### src/hdl/ep2c_pkg.sv
// ----------------------------------------------------------------------------
// ep2c_pkg: shared types and constants for the epoch seconds converter
// Field widths, constant reciprocals for the divisions, the month start
// table and the structures passed between the front, queue and back end.
// ----------------------------------------------------------------------------
package ep2c_pkg;

    // Port field widths
    localparam int SECS_W   = 32;
    localparam int MICRO_W  = 20;
    localparam int YEAR_W   = 12;
    localparam int MONTH_W  = 4;
    localparam int DOM_W    = 5;
    localparam int HOUR_W   = 5;
    localparam int MINUTE_W = 6;
    localparam int SECOND_W = 6;

    localparam int S_TDATA_W = 56;
    localparam int M_TDATA_W = 64;

    // Internal widths
    localparam int X_W      = 25;   // seconds with the low seven bits removed
    localparam int LOW_W    = 7;    // 86400 and 31536000 are both 128 * odd
    localparam int PROD_W   = 51;   // 25 x 26 bit reciprocal products
    localparam int DAYS_W   = 16;
    localparam int REM_W    = 17;   // seconds within the day
    localparam int K_W      = 8;    // whole 365-day years since the epoch
    localparam int DN_W     = 11;   // signed first estimate of the day of year
    localparam int DOY_W    = 9;
    localparam int HPROD_W  = 26;
    localparam int HX_W     = 13;   // seconds of day divided by 16
    localparam int HR_W     = 9;
    localparam int REM2_W   = 12;   // seconds within the hour
    localparam int MPROD_W  = 20;
    localparam int MX_W     = 10;   // seconds of hour divided by 4
    localparam int MR_W     = 5;

    // Division of seconds by 86400 is a division of seconds/128 by 675
    localparam int DAY_DIV   = 675;
    localparam int DAY_SHIFT = 35;
    localparam logic [25:0] DAY_RECIP = 26'((64'd1 << DAY_SHIFT) / DAY_DIV);

    // Division of seconds by 31536000 is a division of seconds/128 by 246375
    localparam int YEAR_DIV   = 246375;
    localparam int YEAR_SHIFT = 43;
    localparam logic [25:0] YEAR_RECIP = 26'((64'd1 << YEAR_SHIFT) / YEAR_DIV);

    // Seconds of day by 3600 is seconds/16 by 225
    localparam int HOUR_DIV   = 225;
    localparam int HOUR_SHIFT = 20;
    localparam logic [12:0] HOUR_RECIP = 13'((64'd1 << HOUR_SHIFT) / HOUR_DIV);

    // Seconds of hour by 60 is seconds/4 by 15
    localparam int MIN_DIV   = 15;
    localparam int MIN_SHIFT = 14;
    localparam logic [10:0] MIN_RECIP = 11'((64'd1 << MIN_SHIFT) / MIN_DIV);

    localparam int BASE_YEAR       = 1970;
    localparam int LEAP_BASE_YEAR  = 1969;
    localparam int DAYS_PER_YEAR   = 365;
    localparam int SKIPPED_LEAP_YR = 2100;

    localparam int MONTHS = 12;

    localparam int FIFO_DEPTH_DEFAULT = 4;

    // Item passed from the front end through the queue
    typedef struct packed {
        logic [DN_W-1:0]    dn0;
        logic [K_W-1:0]     k;
        logic [HPROD_W-1:0] h_prod;
        logic [REM_W-1:0]   rem_day;
        logic [MICRO_W-1:0] micro;
    } split_t;

    // Finished result
    typedef struct packed {
        logic [YEAR_W-1:0]   year;
        logic [MONTH_W-1:0]  month;
        logic [DOM_W-1:0]    dom;
        logic [HOUR_W-1:0]   hour;
        logic [MINUTE_W-1:0] minute;
        logic [SECOND_W-1:0] second;
        logic [MICRO_W-1:0]  micro;
    } result_t;

    // Queue status seen by both ends, and the requests that drive the queue
    typedef struct packed {
        logic can_push;
        logic can_pop;
    } q_stat_t;

    typedef struct packed {
        logic push;
        logic pop;
    } q_ctrl_t;

    // Day of year at which each month starts, non-leap year, zero based
    function automatic logic [DOY_W-1:0] month_start(input logic [MONTH_W-1:0] idx);
        logic [DOY_W-1:0] val;
        unique case (idx)
            4'd0:    val = 9'd0;
            4'd1:    val = 9'd31;
            4'd2:    val = 9'd59;
            4'd3:    val = 9'd90;
            4'd4:    val = 9'd120;
            4'd5:    val = 9'd151;
            4'd6:    val = 9'd181;
            4'd7:    val = 9'd212;
            4'd8:    val = 9'd243;
            4'd9:    val = 9'd273;
            4'd10:   val = 9'd304;
            4'd11:   val = 9'd334;
            default: val = 9'd0;
        endcase
        return val;
    endfunction

endpackage

### src/hdl/ep2c_front.sv
// ----------------------------------------------------------------------------
// ep2c_front: splits the seconds count
// Three stages: reciprocal products, corrected day and year quotients, then
// the hour product and the first day-of-year estimate.
// ----------------------------------------------------------------------------
module ep2c_front (
    input  logic                          aclk,
    input  logic                          aresetn,
    input  logic                          s_valid,
    output logic                          s_ready,
    input  logic [ep2c_pkg::SECS_W-1:0]   secs_in,
    input  logic [ep2c_pkg::MICRO_W-1:0]  micro_in,
    input  ep2c_pkg::q_stat_t             q_stat,
    output logic                          push,
    output ep2c_pkg::split_t              item
);

    logic f1_v_reg, f2_v_reg, f3_v_reg;
    logic en1, en2, en3;

    logic [ep2c_pkg::X_W-1:0]     x_reg;
    logic [ep2c_pkg::LOW_W-1:0]   low_reg;
    logic [ep2c_pkg::PROD_W-1:0]  day_prod_reg, day_prod_next;
    logic [ep2c_pkg::PROD_W-1:0]  yr_prod_reg, yr_prod_next;
    logic [ep2c_pkg::MICRO_W-1:0] micro1_reg, micro2_reg;

    logic [ep2c_pkg::DAYS_W-1:0]  days_reg, days_next;
    logic [ep2c_pkg::REM_W-1:0]   rem_day_reg, rem_day_next;
    logic [ep2c_pkg::K_W-1:0]     k_reg, k_next;

    ep2c_pkg::split_t             item_reg, item_next;

    logic [ep2c_pkg::DAYS_W-1:0]  day_q;
    logic [ep2c_pkg::X_W-1:0]     day_r;
    logic [9:0]                   day_rem;
    logic [ep2c_pkg::K_W-1:0]     yr_q;
    logic [ep2c_pkg::X_W-1:0]     yr_r;
    logic [17:0]                  dn_wide;
    logic [5:0]                   leaps0;

    assign en3     = !f3_v_reg || q_stat.can_push;
    assign en2     = !f2_v_reg || en3;
    assign en1     = !f1_v_reg || en2;
    assign s_ready = en1;
    assign push    = f3_v_reg && q_stat.can_push;
    assign item    = item_reg;

    // Stage 1: multiply by the reciprocals
    always_comb begin
        day_prod_next = ep2c_pkg::PROD_W'(secs_in[ep2c_pkg::SECS_W-1:ep2c_pkg::LOW_W])
                      * ep2c_pkg::PROD_W'(ep2c_pkg::DAY_RECIP);
        yr_prod_next  = ep2c_pkg::PROD_W'(secs_in[ep2c_pkg::SECS_W-1:ep2c_pkg::LOW_W])
                      * ep2c_pkg::PROD_W'(ep2c_pkg::YEAR_RECIP);
    end

    // Stage 2: the estimates are low by at most one, fix with one compare
    always_comb begin
        day_q = day_prod_reg[ep2c_pkg::DAY_SHIFT +: ep2c_pkg::DAYS_W];
        day_r = x_reg - ep2c_pkg::X_W'(day_q) * ep2c_pkg::X_W'(ep2c_pkg::DAY_DIV);
        if (day_r >= ep2c_pkg::X_W'(ep2c_pkg::DAY_DIV)) begin
            days_next = day_q + 16'd1;
            day_rem   = 10'(day_r - ep2c_pkg::X_W'(ep2c_pkg::DAY_DIV));
        end else begin
            days_next = day_q;
            day_rem   = 10'(day_r);
        end
        rem_day_next = {day_rem, low_reg};

        yr_q = yr_prod_reg[ep2c_pkg::YEAR_SHIFT +: ep2c_pkg::K_W];
        yr_r = x_reg - ep2c_pkg::X_W'(yr_q) * ep2c_pkg::X_W'(ep2c_pkg::YEAR_DIV);
        if (yr_r >= ep2c_pkg::X_W'(ep2c_pkg::YEAR_DIV)) begin
            k_next = yr_q + 8'd1;
        end else begin
            k_next = yr_q;
        end
    end

    // Stage 3: hour product and day of year for the estimated year.
    // The estimate is never below 1 - 34, so the signed value fits easily.
    always_comb begin
        leaps0  = 6'((9'(k_reg) + 9'd1) >> 2);
        dn_wide = 18'(days_reg) + 18'd1
                - 18'(k_reg) * 18'(ep2c_pkg::DAYS_PER_YEAR)
                - 18'(leaps0);
        item_next.dn0     = dn_wide[ep2c_pkg::DN_W-1:0];
        item_next.k       = k_reg;
        item_next.h_prod  = ep2c_pkg::HPROD_W'(rem_day_reg[ep2c_pkg::REM_W-1:4])
                          * ep2c_pkg::HPROD_W'(ep2c_pkg::HOUR_RECIP);
        item_next.rem_day = rem_day_reg;
        item_next.micro   = micro2_reg;
    end

    always_ff @(posedge aclk) begin
        if (!aresetn) begin
            f1_v_reg <= 1'b0;
            f2_v_reg <= 1'b0;
            f3_v_reg <= 1'b0;
        end else begin
            if (en1) begin
                f1_v_reg <= s_valid;
            end
            if (en2) begin
                f2_v_reg <= f1_v_reg;
            end
            if (en3) begin
                f3_v_reg <= f2_v_reg;
            end
        end
    end

    always_ff @(posedge aclk) begin
        if (en1) begin
            x_reg        <= secs_in[ep2c_pkg::SECS_W-1:ep2c_pkg::LOW_W];
            low_reg      <= secs_in[ep2c_pkg::LOW_W-1:0];
            day_prod_reg <= day_prod_next;
            yr_prod_reg  <= yr_prod_next;
            micro1_reg   <= micro_in;
        end
        if (en2) begin
            days_reg    <= days_next;
            rem_day_reg <= rem_day_next;
            k_reg       <= k_next;
            micro2_reg  <= micro1_reg;
        end
        if (en3) begin
            item_reg <= item_next;
        end
    end

endmodule

### src/hdl/ep2c_fifo.sv
// ----------------------------------------------------------------------------
// ep2c_fifo: short queue between the front and back ends
// Circular buffer with a fill count; the head entry is read directly.
// ----------------------------------------------------------------------------
module ep2c_fifo #(
    parameter int DEPTH = ep2c_pkg::FIFO_DEPTH_DEFAULT
) (
    input  logic              aclk,
    input  logic              aresetn,
    input  ep2c_pkg::q_ctrl_t q_ctrl,
    input  ep2c_pkg::split_t  wr_item,
    output ep2c_pkg::q_stat_t q_stat,
    output ep2c_pkg::split_t  rd_item
);

    localparam int PW = (DEPTH > 1) ? $clog2(DEPTH) : 1;
    localparam int CW = $clog2(DEPTH + 1);

    ep2c_pkg::split_t mem_reg [DEPTH];

    logic [PW-1:0] wr_ptr_reg, wr_ptr_next;
    logic [PW-1:0] rd_ptr_reg, rd_ptr_next;
    logic [CW-1:0] count_reg, count_next;

    assign q_stat.can_push = (count_reg != CW'(DEPTH));
    assign q_stat.can_pop  = (count_reg != '0);
    assign rd_item         = mem_reg[rd_ptr_reg];

    always_comb begin
        wr_ptr_next = wr_ptr_reg;
        rd_ptr_next = rd_ptr_reg;
        count_next  = count_reg;
        if (q_ctrl.push) begin
            wr_ptr_next = (wr_ptr_reg == PW'(DEPTH - 1)) ? '0 : wr_ptr_reg + PW'(1);
        end
        if (q_ctrl.pop) begin
            rd_ptr_next = (rd_ptr_reg == PW'(DEPTH - 1)) ? '0 : rd_ptr_reg + PW'(1);
        end
        if (q_ctrl.push && !q_ctrl.pop) begin
            count_next = count_reg + CW'(1);
        end else if (q_ctrl.pop && !q_ctrl.push) begin
            count_next = count_reg - CW'(1);
        end
    end

    always_ff @(posedge aclk) begin
        if (!aresetn) begin
            wr_ptr_reg <= '0;
            rd_ptr_reg <= '0;
            count_reg  <= '0;
        end else begin
            wr_ptr_reg <= wr_ptr_next;
            rd_ptr_reg <= rd_ptr_next;
            count_reg  <= count_next;
        end
    end

    always_ff @(posedge aclk) begin
        if (q_ctrl.push) begin
            mem_reg[wr_ptr_reg] <= wr_item;
        end
    end

endmodule

### src/hdl/ep2c_back.sv
// ----------------------------------------------------------------------------
// ep2c_back: resolves year, month and day, finishes the time of day
// Three stages; the last one is the output register.
// ----------------------------------------------------------------------------
module ep2c_back (
    input  logic              aclk,
    input  logic              aresetn,
    input  ep2c_pkg::q_stat_t q_stat,
    input  ep2c_pkg::split_t  in_item,
    output logic              pop,
    output logic              out_valid,
    input  logic              out_ready,
    output ep2c_pkg::result_t out_item
);

    logic b1_v_reg, b2_v_reg, b3_v_reg;
    logic en1, en2, en3;

    // Stage 1 registers
    logic [ep2c_pkg::YEAR_W-1:0]  y1_reg, y1_next;
    logic [ep2c_pkg::DOY_W-1:0]   dn1_reg, dn1_next;
    logic                         leap1_reg, leap1_next;
    logic [ep2c_pkg::HOUR_W-1:0]  hr1_reg, hr1_next;
    logic [ep2c_pkg::REM2_W-1:0]  rem2_1_reg, rem2_1_next;
    logic [ep2c_pkg::MICRO_W-1:0] micro1_reg;

    // Stage 2 registers
    logic [ep2c_pkg::YEAR_W-1:0]  y2_reg;
    logic [ep2c_pkg::DOY_W-1:0]   dn2_reg;
    logic                         leap2_reg;
    logic [ep2c_pkg::MONTH_W-1:0] mon2_reg, mon2_next;
    logic [ep2c_pkg::HOUR_W-1:0]  hr2_reg;
    logic [ep2c_pkg::MPROD_W-1:0] m_prod_reg, m_prod_next;
    logic [ep2c_pkg::REM2_W-1:0]  rem2_2_reg;
    logic [ep2c_pkg::MICRO_W-1:0] micro2_reg;

    ep2c_pkg::result_t            out_reg, out_next;

    logic                         corr;
    logic [ep2c_pkg::DN_W-1:0]    dn_fix;
    logic [ep2c_pkg::HR_W-1:0]    hr_r;
    logic [ep2c_pkg::HOUR_W-1:0]  hq;
    logic [ep2c_pkg::DOY_W-1:0]   thr;
    logic [ep2c_pkg::MINUTE_W-1:0] mq;
    logic [ep2c_pkg::MX_W-1:0]    mr_wide;
    logic [ep2c_pkg::MR_W-1:0]    mr;
    logic [ep2c_pkg::MONTH_W-1:0] mon_idx;
    logic [ep2c_pkg::DOY_W-1:0]   dom_wide;

    assign en3       = !b3_v_reg || out_ready;
    assign en2       = !b2_v_reg || en3;
    assign en1       = !b1_v_reg || en2;
    assign pop       = q_stat.can_pop && en1;
    assign out_valid = b3_v_reg;
    assign out_item  = out_reg;

    // Stage 1: correct the year once if the day of year came out not positive
    always_comb begin
        corr = in_item.dn0[ep2c_pkg::DN_W-1] || (in_item.dn0 == '0);
        dn_fix = in_item.dn0 + ep2c_pkg::DN_W'(ep2c_pkg::DAYS_PER_YEAR)
               + ep2c_pkg::DN_W'(in_item.k[1:0] == 2'b11);
        if (corr) begin
            y1_next  = ep2c_pkg::YEAR_W'(in_item.k)
                     + ep2c_pkg::YEAR_W'(ep2c_pkg::LEAP_BASE_YEAR);
            dn1_next = dn_fix[ep2c_pkg::DOY_W-1:0];
        end else begin
            y1_next  = ep2c_pkg::YEAR_W'(in_item.k) + ep2c_pkg::YEAR_W'(ep2c_pkg::BASE_YEAR);
            dn1_next = in_item.dn0[ep2c_pkg::DOY_W-1:0];
        end
        // Only 2000 and 2100 are century years in reach; 2000 is a leap year
        leap1_next = (y1_next[1:0] == 2'b00)
                  && (y1_next != ep2c_pkg::YEAR_W'(ep2c_pkg::SKIPPED_LEAP_YR));

        hq   = in_item.h_prod[ep2c_pkg::HOUR_SHIFT +: ep2c_pkg::HOUR_W];
        hr_r = ep2c_pkg::HR_W'(ep2c_pkg::HX_W'(in_item.rem_day[ep2c_pkg::REM_W-1:4])
             - ep2c_pkg::HX_W'(hq) * ep2c_pkg::HX_W'(ep2c_pkg::HOUR_DIV));
        if (hr_r >= ep2c_pkg::HR_W'(ep2c_pkg::HOUR_DIV)) begin
            hr1_next = hq + 5'd1;
            hr_r     = hr_r - ep2c_pkg::HR_W'(ep2c_pkg::HOUR_DIV);
        end else begin
            hr1_next = hq;
        end
        rem2_1_next = {hr_r[7:0], in_item.rem_day[3:0]};
    end

    // Stage 2: month from the start table, minute product
    always_comb begin
        mon2_next = 4'd1;
        thr       = '0;
        for (int i = 1; i < ep2c_pkg::MONTHS; i++) begin
            thr = ep2c_pkg::month_start(ep2c_pkg::MONTH_W'(i))
                + ep2c_pkg::DOY_W'((i >= 2) && leap1_reg);
            if (dn1_reg > thr) begin
                mon2_next = ep2c_pkg::MONTH_W'(i + 1);
            end
        end
        m_prod_next = ep2c_pkg::MPROD_W'(rem2_1_reg[ep2c_pkg::REM2_W-1:2])
                    * ep2c_pkg::MPROD_W'(ep2c_pkg::MIN_RECIP);
    end

    // Stage 3: day of month, minute and second
    always_comb begin
        mon_idx  = mon2_reg - 4'd1;
        dom_wide = dn2_reg - ep2c_pkg::month_start(mon_idx)
                 - ep2c_pkg::DOY_W'((mon2_reg >= 4'd3) && leap2_reg);

        mq      = m_prod_reg[ep2c_pkg::MIN_SHIFT +: ep2c_pkg::MINUTE_W];
        mr_wide = rem2_2_reg[ep2c_pkg::REM2_W-1:2]
                - ep2c_pkg::MX_W'(mq) * ep2c_pkg::MX_W'(ep2c_pkg::MIN_DIV);
        mr      = mr_wide[ep2c_pkg::MR_W-1:0];
        if (mr >= ep2c_pkg::MR_W'(ep2c_pkg::MIN_DIV)) begin
            out_next.minute = mq + 6'd1;
            mr              = mr - ep2c_pkg::MR_W'(ep2c_pkg::MIN_DIV);
        end else begin
            out_next.minute = mq;
        end
        out_next.second = {mr[3:0], rem2_2_reg[1:0]};
        out_next.year   = y2_reg;
        out_next.month  = mon2_reg;
        out_next.dom    = dom_wide[ep2c_pkg::DOM_W-1:0];
        out_next.hour   = hr2_reg;
        out_next.micro  = micro2_reg;
    end

    always_ff @(posedge aclk) begin
        if (!aresetn) begin
            b1_v_reg <= 1'b0;
            b2_v_reg <= 1'b0;
            b3_v_reg <= 1'b0;
        end else begin
            if (en1) begin
                b1_v_reg <= q_stat.can_pop;
            end
            if (en2) begin
                b2_v_reg <= b1_v_reg;
            end
            if (en3) begin
                b3_v_reg <= b2_v_reg;
            end
        end
    end

    always_ff @(posedge aclk) begin
        if (en1) begin
            y1_reg     <= y1_next;
            dn1_reg    <= dn1_next;
            leap1_reg  <= leap1_next;
            hr1_reg    <= hr1_next;
            rem2_1_reg <= rem2_1_next;
            micro1_reg <= in_item.micro;
        end
        if (en2) begin
            y2_reg     <= y1_reg;
            dn2_reg    <= dn1_reg;
            leap2_reg  <= leap1_reg;
            mon2_reg   <= mon2_next;
            hr2_reg    <= hr1_reg;
            m_prod_reg <= m_prod_next;
            rem2_2_reg <= rem2_1_reg;
            micro2_reg <= micro1_reg;
        end
        if (en3) begin
            out_reg <= out_next;
        end
    end

endmodule

### src/hdl/epoch_seconds_to_calendar.sv
// ----------------------------------------------------------------------------
// epoch_seconds_to_calendar: seconds since 1970 to calendar date and time
// Path: an accepted item passes three front stages, the queue and three
// back stages before its result is shown.
// Throughput: one item per cycle while neither side stalls, set by the fully
// pipelined constant dividers; each side stalls on its own behind the queue.
// Reset: aresetn low at a clock edge empties every stage and the queue.
// ----------------------------------------------------------------------------
module epoch_seconds_to_calendar #(
    parameter int FIFO_DEPTH = ep2c_pkg::FIFO_DEPTH_DEFAULT
) (
    input  logic                             aclk,
    input  logic                             aresetn,

    input  logic                             s_tvalid,
    output logic                             s_tready,
    // [31:0] epoch_seconds, [51:32] micro_in, [55:52] zero
    input  logic [ep2c_pkg::S_TDATA_W-1:0]   s_tdata,

    output logic                             m_tvalid,
    input  logic                             m_tready,
    // [11:0] year, [15:12] month, [20:16] day_of_month, [25:21] hour,
    // [31:26] minute, [37:32] second, [57:38] microsecond, [63:58] zero
    output logic [ep2c_pkg::M_TDATA_W-1:0]   m_tdata
);

    // The front end divides the seconds count into a day number and the
    // seconds within that day, and estimates the year from 365-day years.
    // Both divisions are done by multiplying with a scaled reciprocal; the
    // quotient can be one short, which a single compare and subtract puts
    // right. Its last stage forms the hour product and the first estimate
    // of the day within the year.
    //
    // The back end lowers the year once when that estimate is not
    // positive, picks the month from the month start table (shifted by a
    // day from March on in leap years, so that February the 29th comes out
    // as such), and finishes hour, minute and second. Its last stage is the
    // output register; a waiting result stalls it, but earlier stages take new items until full.

    ep2c_pkg::q_stat_t q_stat;
    ep2c_pkg::q_ctrl_t q_ctrl;
    ep2c_pkg::split_t  front_item;
    ep2c_pkg::split_t  queue_item;
    ep2c_pkg::result_t result;
    logic              push;
    logic              pop;

    assign q_ctrl.push = push;
    assign q_ctrl.pop  = pop;

    ep2c_front u_front (
        .aclk     (aclk),
        .aresetn  (aresetn),
        .s_valid  (s_tvalid),
        .s_ready  (s_tready),
        .secs_in  (s_tdata[ep2c_pkg::SECS_W-1:0]),
        .micro_in (s_tdata[ep2c_pkg::SECS_W +: ep2c_pkg::MICRO_W]),
        .q_stat   (q_stat),
        .push     (push),
        .item     (front_item)
    );

    ep2c_fifo #(
        .DEPTH (FIFO_DEPTH)
    ) u_fifo (
        .aclk    (aclk),
        .aresetn (aresetn),
        .q_ctrl  (q_ctrl),
        .wr_item (front_item),
        .q_stat  (q_stat),
        .rd_item (queue_item)
    );

    ep2c_back u_back (
        .aclk      (aclk),
        .aresetn   (aresetn),
        .q_stat    (q_stat),
        .in_item   (queue_item),
        .pop       (pop),
        .out_valid (m_tvalid),
        .out_ready (m_tready),
        .out_item  (result)
    );

    // Fields packed from the lowest bit up, padded with zeros to 64 bits
    assign m_tdata = {6'd0, result.micro, result.second, result.minute,
                      result.hour, result.dom, result.month, result.year};

endmodule

### config.mk
export PLATFORM = sky130hd
export DESIGN_NAME = epoch_seconds_to_calendar
export DESIGN_NICKNAME = d
export VERILOG_FILES = /design/src/hdl/ep2c_pkg.sv /design/src/hdl/ep2c_front.sv /design/src/hdl/ep2c_fifo.sv /design/src/hdl/ep2c_back.sv /design/src/hdl/epoch_seconds_to_calendar.sv
export SDC_FILE = /design/constraint.sdc
export NUM_CORES = 2
export LEC_CHECK = 0
export BUFFER_PORTS_ARGS = -buffer_cell sky130_fd_sc_hd__clkbuf_2
export CORE_ASPECT_RATIO = 0.9
export CORE_UTILIZATION = 25
export CTS_CLUSTER_DIAMETER = 50
export CTS_CLUSTER_SIZE = 8
export DETAILED_ROUTE_END_ITERATION = 16
export PLACE_DENSITY = 0.35
export SYNTH_ARGS = -nofsm -noshare
export SYNTH_HDL_FRONTEND = slang
export SYNTH_SLANG_ARGS = --single-unit
### constraint.sdc
create_clock -name aclk -period 10.3 [get_ports aclk]
set_clock_uncertainty 0.1 [all_clocks]
set_input_delay 0.515 -clock aclk [delete_from_list [all_inputs] [get_ports aclk]]
set_output_delay 0.515 -clock aclk [all_outputs]
set_load 0.03 [all_outputs]
* Word level (Yosys, flattened, before mapping)
Memory sizes are Yosys's and may differ from the RTL's. A register that Yosys moved wholly into a read port is not among the register bits.
Cells that the tools add are included.
W data, S select, Z words.
** Word-level totals
- Bits in latches :: 0
- Output and inout port bits :: 66
- Register bits :: 490
- Bits in writable memories :: 320
- Word-level logic and storage cells :: 166
- Bits in read-only memories :: 144
- Memories kept :: 2
** Cells by class
- Mux-type cells :: 27
- Reduce and logical (&&, ||, !) cells :: 26
- Equality and inequality tests :: 5
- Shift-type cells :: 0
- Add/subtract/negate cells :: 36
- Multipliers :: 9
- Divide/modulo/power cells :: 0
- Bitwise operators :: 0
- Magnitude comparators :: 16
** Memory list
- u_fifo.mem_reg :: depth 4, bits a word 80, read ports 1, clocked after Yosys merged registers in 1, wr ports 1, line ep2c_fifo.sv:19 : ep2c_pkg::split_t mem_reg [DEPTH];
- (name not given) :: depth 16, bits a word 9, read ports 1, clocked after Yosys merged registers in 0, wr ports 0, line ep2c_pkg.sv:101 : unique case (idx)
** Operators with widths (count)
- $gt A9 B9 Y1 :: 7
- $mul A25 B26 Y51 const B :: 1
- $sub A25 B25 Y25 :: 2
- $mul A25 B24 Y49 const B :: 1
- $add A8 B1 Y9 const A :: 4
- $add A9 B1 Y9 const A :: 3
- $ge A25 B10 Y1 const B :: 1
- $ge A25 B18 Y1 const B :: 1
- $mul A16 B10 Y25 const B :: 1
- $mul A8 B18 Y25 const B :: 1
- $add A8 B11 Y12 const B :: 2
- $mul A13 B11 Y24 const B :: 1
- $mux W4 :: 6
- $add A11 B1 Y11 const B :: 2
- $gt A9 B8 Y1 :: 2
- $mul A10 B9 Y18 const B :: 1
- $mux W3 :: 6
- $add A7 B1 Y8 const A :: 2
- $add A8 B1 Y8 const B :: 2
- $mux W8 :: 2
- $mux W12 :: 1
- $ne A12 B12 Y1 const B :: 1
- $logic_not A11 Y1 :: 1
- $mul A8 B9 Y11 const B :: 1
- 40 further kinds :: 67

* Logic depth before layout (Yosys ltp)
- Word-level depth :: 11
- Depth in mapped cells :: 24

* Cells and area by module
A second synthesis with hierarchy kept.
** Second synthesis, totals
- Cell total of the unflattened synthesis :: 4259
- Area total of the unflattened synthesis :: 55355.6 sq um
** By module, submodules not included
- ep2c_front :: instances 1, sequential area each 6366.1 sq um, area an instance 33681.1 sq um, cells each 3106
- ep2c_fifo :: instances 1, sequential area each 10029.6 sq um, area an instance 12374.4 sq um, cells each 473
- ep2c_back :: instances 1, sequential area each 5375.2 sq um, area an instance 9251.4 sq um, cells each 673
- epoch_seconds_to_calendar :: instances 1, sequential area each 0.0 sq um, area an instance 48.8 sq um, cells each 7

* Worst setup path before layout
OpenSTA, ideal clock, no wires.
- Path type :: in2reg
- Start :: in s_tdata[20] in the netlist's numbering
- End :: reg u_front.day_prod_reg[49] in the netlist's numbering, data pin
- Library setup time :: 0.258 ns
- Slack :: 3.954 ns
- Data arrival time :: 5.988 ns
- Stages :: 24
- Required time :: 9.942 ns
- Cells stage by stage :: fa_1 > ha_1 > inv_1 > fa_1 > inv_1 > fa_1 > inv_1 > fa_1 > inv_1 > fa_1 > inv_1 > fa_1 > inv_1 > ha_1 > nand3_1 > o211ai_1 > o21ai_0 > nand3_1 > o31ai_1 > o22ai_1 > a221oi_1 > nand2b_1 > a21oi_1 > xnor2_1
** On the way
- Word-level cells in the longest chain between the ends :: 1
** Ends and longest elaborated chain
- from (decl) :: line epoch_seconds_to_calendar.sv:18 : input logic [ep2c_pkg::S_TDATA_W-1:0] s_tdata,
- $mul A25 B24 Y49 :: line ep2c_front.sv:51 : * ep2c_pkg::PROD_W'(ep2c_pkg::DAY_RECIP);
- net u_front.day_prod_next, one bit :: line ep2c_front.sv:23 : logic [ep2c_pkg::PROD_W-1:0] day_prod_reg, day_prod_next;
- to (signal assigned) :: line ep2c_front.sv:115 : day_prod_reg <= day_prod_next;
- to (decl) :: line ep2c_front.sv:23
The timed path passes the listed nets, and every way through them passes these cells.
A chain may end at the register's enable or synchronous reset.

* Worst setup path after layout
- Start :: in s_tdata[10] in the netlist's numbering
- End :: reg u_front.day_prod_reg[49] in the netlist's numbering, data pin
The elaborated chain is that of the path after synthesis.

==> flow_summary.toml <==
[worst_hold_path]
hold_end = "u_front.f3_v_reg$_SDFFE_PN0P_"
hold_path.class = "in -> reg"
worstHoldStart = "aresetn"
hold_depth = 2

[route]
drtPass1Iterations = 4
route.detailed.drc = 0
drt_first_iter_violations = 1159
wire_per_inst_um = 17.95
vias = 29479
antenna_left = 0
drt-total-wl_um = 126300
viasPerCell = 4.190

[synthesis]
synth_ff_type = "edfxtp_1"
synth_area_per_cell_um2 = 12.46
synth_async_sr_flop_share_pct = 0
syn_area_um2 = 50560
yosys.cell_types.count = 84
synth-edff-count = 594
ys_ff_latch = 609
yosysWarnings = 0
ys_seq_area_share_pct = 35.87
synth_cells = 4058

[layout]
syn_to_final_growth_pct = 14.55
nFillCells = 20640
final_common_cell = "ha_1"
largest_reg_flops = 228
drive_gt1_share_pct = 8.462
num-nets-final = 5723
layout_common_cells = "ha_1 (923), inv_1 (869), edfxtp_1 (594), fa_1 (443), xnor2_1 (137)"

[global_route]
grt_pass1_wl_um = 194700
grt_antenna_before_repair = 2
grt_use_total_pct = 12.71
grt-ovfl-total = 0
grt_pass1_vias = 31905
grt_start_max_net_pins = 61

[critical_path]
critPathArrivalTime_ns = 7.90
cp_max_fo = 15
r2r_slack_ns = 3.02
critPathCaptureType = "flip-flop"
crit_type = "in -> reg"
r2r_end = "u_front.days_reg[8]$_DFFE_PP_"
cp.required_ns = 10.63
reg2reg_depth = 20
r2r_start = "u_front.day_prod_reg[36]$_DFFE_PP_"
crit_path_start_kind = "input port"

[floorplan]
die_h_um = 428.6
io_pins = 126
dieArea_um2 = 204000
row_count = 156
die_w_um = 476.0
initial_utilization_pct = 25.17
coreArea_um2 = 200800

[place]
hpwl_um = 98910
finalWeightedCongestion = 0.7860
port_buffers = 115

[sta]
hold_viol = 0
rsz0062_at_grt = "no"
final_max_slew_viol_count = 0
min_period_over_period_pct = 73.52
period_needed_ns = 7.573
tightestPinTransition_ns = 0.9918
relSlewSlack_pct = 33.88
fmax_mhz = 132.0
finalSetupViolCount = 0
finalSetupTns_ns = 0

[clocking]
cts_buffers = 100
clock_path_buffers = 3
clk_pin_slew_worst_paths_ns = 0.05
post-cts-setup-buffers = 0
htree_levels = 3
cts_tree = "yes"
clockRootBuffer = "clkbuf_16"
clk_latency_ns = 0.69
clock-sinks = 609

[run]
maxCapViolCount = 0

[outcome]
status = "finished, final reports clean"
## area by class of cell
| cell class | count | area [um^2] | area share [%] |
|---|---|---|---|
| diodes | 1 | 2.502 | 0.004321 |
| well taps | 2686 | 3361 | 5.803 |
| clock buffers | 118 | 2591 | 4.474 |
| repair buffers | 168 | 1044 | 1.802 |
| multi-input cells | 2547 | 29040 | 50.15 |
| inverters | 871 | 3271 | 5.648 |
| flip-flops and latches | 609 | 18140 | 31.33 |
| clock inverters | 36 | 457.9 | 0.7907 |
## per-layer routing
layer / track usage [%] / wire (um)
met2: 21.08 / 59800
met3: 1.786 / 3675
met5: 0 / 0
met4: 2.716 / 1945
met1: 17.44 / 60840
## how the worst max path moves through the flow
stage                startpoint                            endpoint  slack [ns]  cells past startpoint
floorplan           s_tdata[20]  u_front.day_prod_reg[49]$_DFFE_PP_        3.95                     24
global placement    s_tdata[10]  u_front.day_prod_reg[49]$_DFFE_PP_        1.89                     23
detailed placement  s_tdata[10]  u_front.day_prod_reg[49]$_DFFE_PP_        1.94                     23
CTS                 s_tdata[10]  u_front.day_prod_reg[49]$_DFFE_PP_        2.70                     23
global route        s_tdata[10]  u_front.day_prod_reg[49]$_DFFE_PP_        2.45                     23
finish              s_tdata[10]  u_front.day_prod_reg[49]$_DFFE_PP_        2.73                     23
## stage by stage
stage               instances  utilization [%]  hold WS [ns]  area (um^2)  setup WS (ns)
global placement         6853            27.18        0.3022        54580          1.889
floorplan                4063                -        0.3003        50580          3.954
global route             7035            28.83       0.09607        57910          2.452
finish                   7036            28.83        0.1193        57910          2.727
detailed placement       6853            27.18        0.3045        54580          1.939
CTS                      7035            28.83       0.05669        57910          2.697
## cell families after synthesis
logic type | count (synthesis) | share of synthesized area, %
xor+xnor | 185 | 3.232
buf+inv | 907 | 6.818
fa+ha+maj | 1366 | 40.38
flops | 609 | 35.87
mux | 77 | 2.952
other cells | 1 | 0.007417
compound gates | 468 | 6.232
simple gates | 445 | 4.499
## worst max-delay path, cell delays in order
cell      delay [ns]
clkbuf_2        0.52
ha_1            0.37
ha_1            0.31
inv_1           0.06
fa_1            0.69
inv_1           0.11
fa_1            0.54
inv_1           0.05
fa_1            0.50
fa_1            0.53
fa_1            0.56
inv_1           0.04
ha_1            0.36
a211oi_1        0.25
o211ai_1        0.12
o21ai_0         0.43
nand3_1         0.31
o31ai_1         0.49
o22ai_1         0.25
a221oi_1        0.45
nand2b_1        0.14
a21oi_1         0.20
xnor2_1         0.08
## cell usage after synthesis (all sizes together) (18+ instances only)
library cell | n | area share, %
ha | 923 | 23
inv | 871 | 6.5
edfxtp | 594 | 35
fa | 443 | 18
xnor2 | 137 | 2.4
a21oi | 131 | 1.3
nor2 | 111 | 0.82
nand2 | 89 | 0.66
a21o | 78 | 1.2
o21ai | 76 | 0.75
mux4 | 57 | 2.5
xor2 | 47 | 0.81
nor3 | 37 | 0.37
nand3 | 36 | 0.36
nand2b | 27 | 0.33
nor2b | 24 | 0.30
a211oi | 21 | 0.31
buf | 21 | 0.24
nand4 | 21 | 0.26
and3 | 19 | 0.24
o21a | 18 | 0.27
## timing repair
item	4_1_cts	5_1_grt
hold buffers	28	0
hold endpoints to repair	28	0
resized for setup	0	0
Power is left out: the tool's default activity adds up to more than one toggle a clock period on the data nets, which glitch-free logic cannot reach.
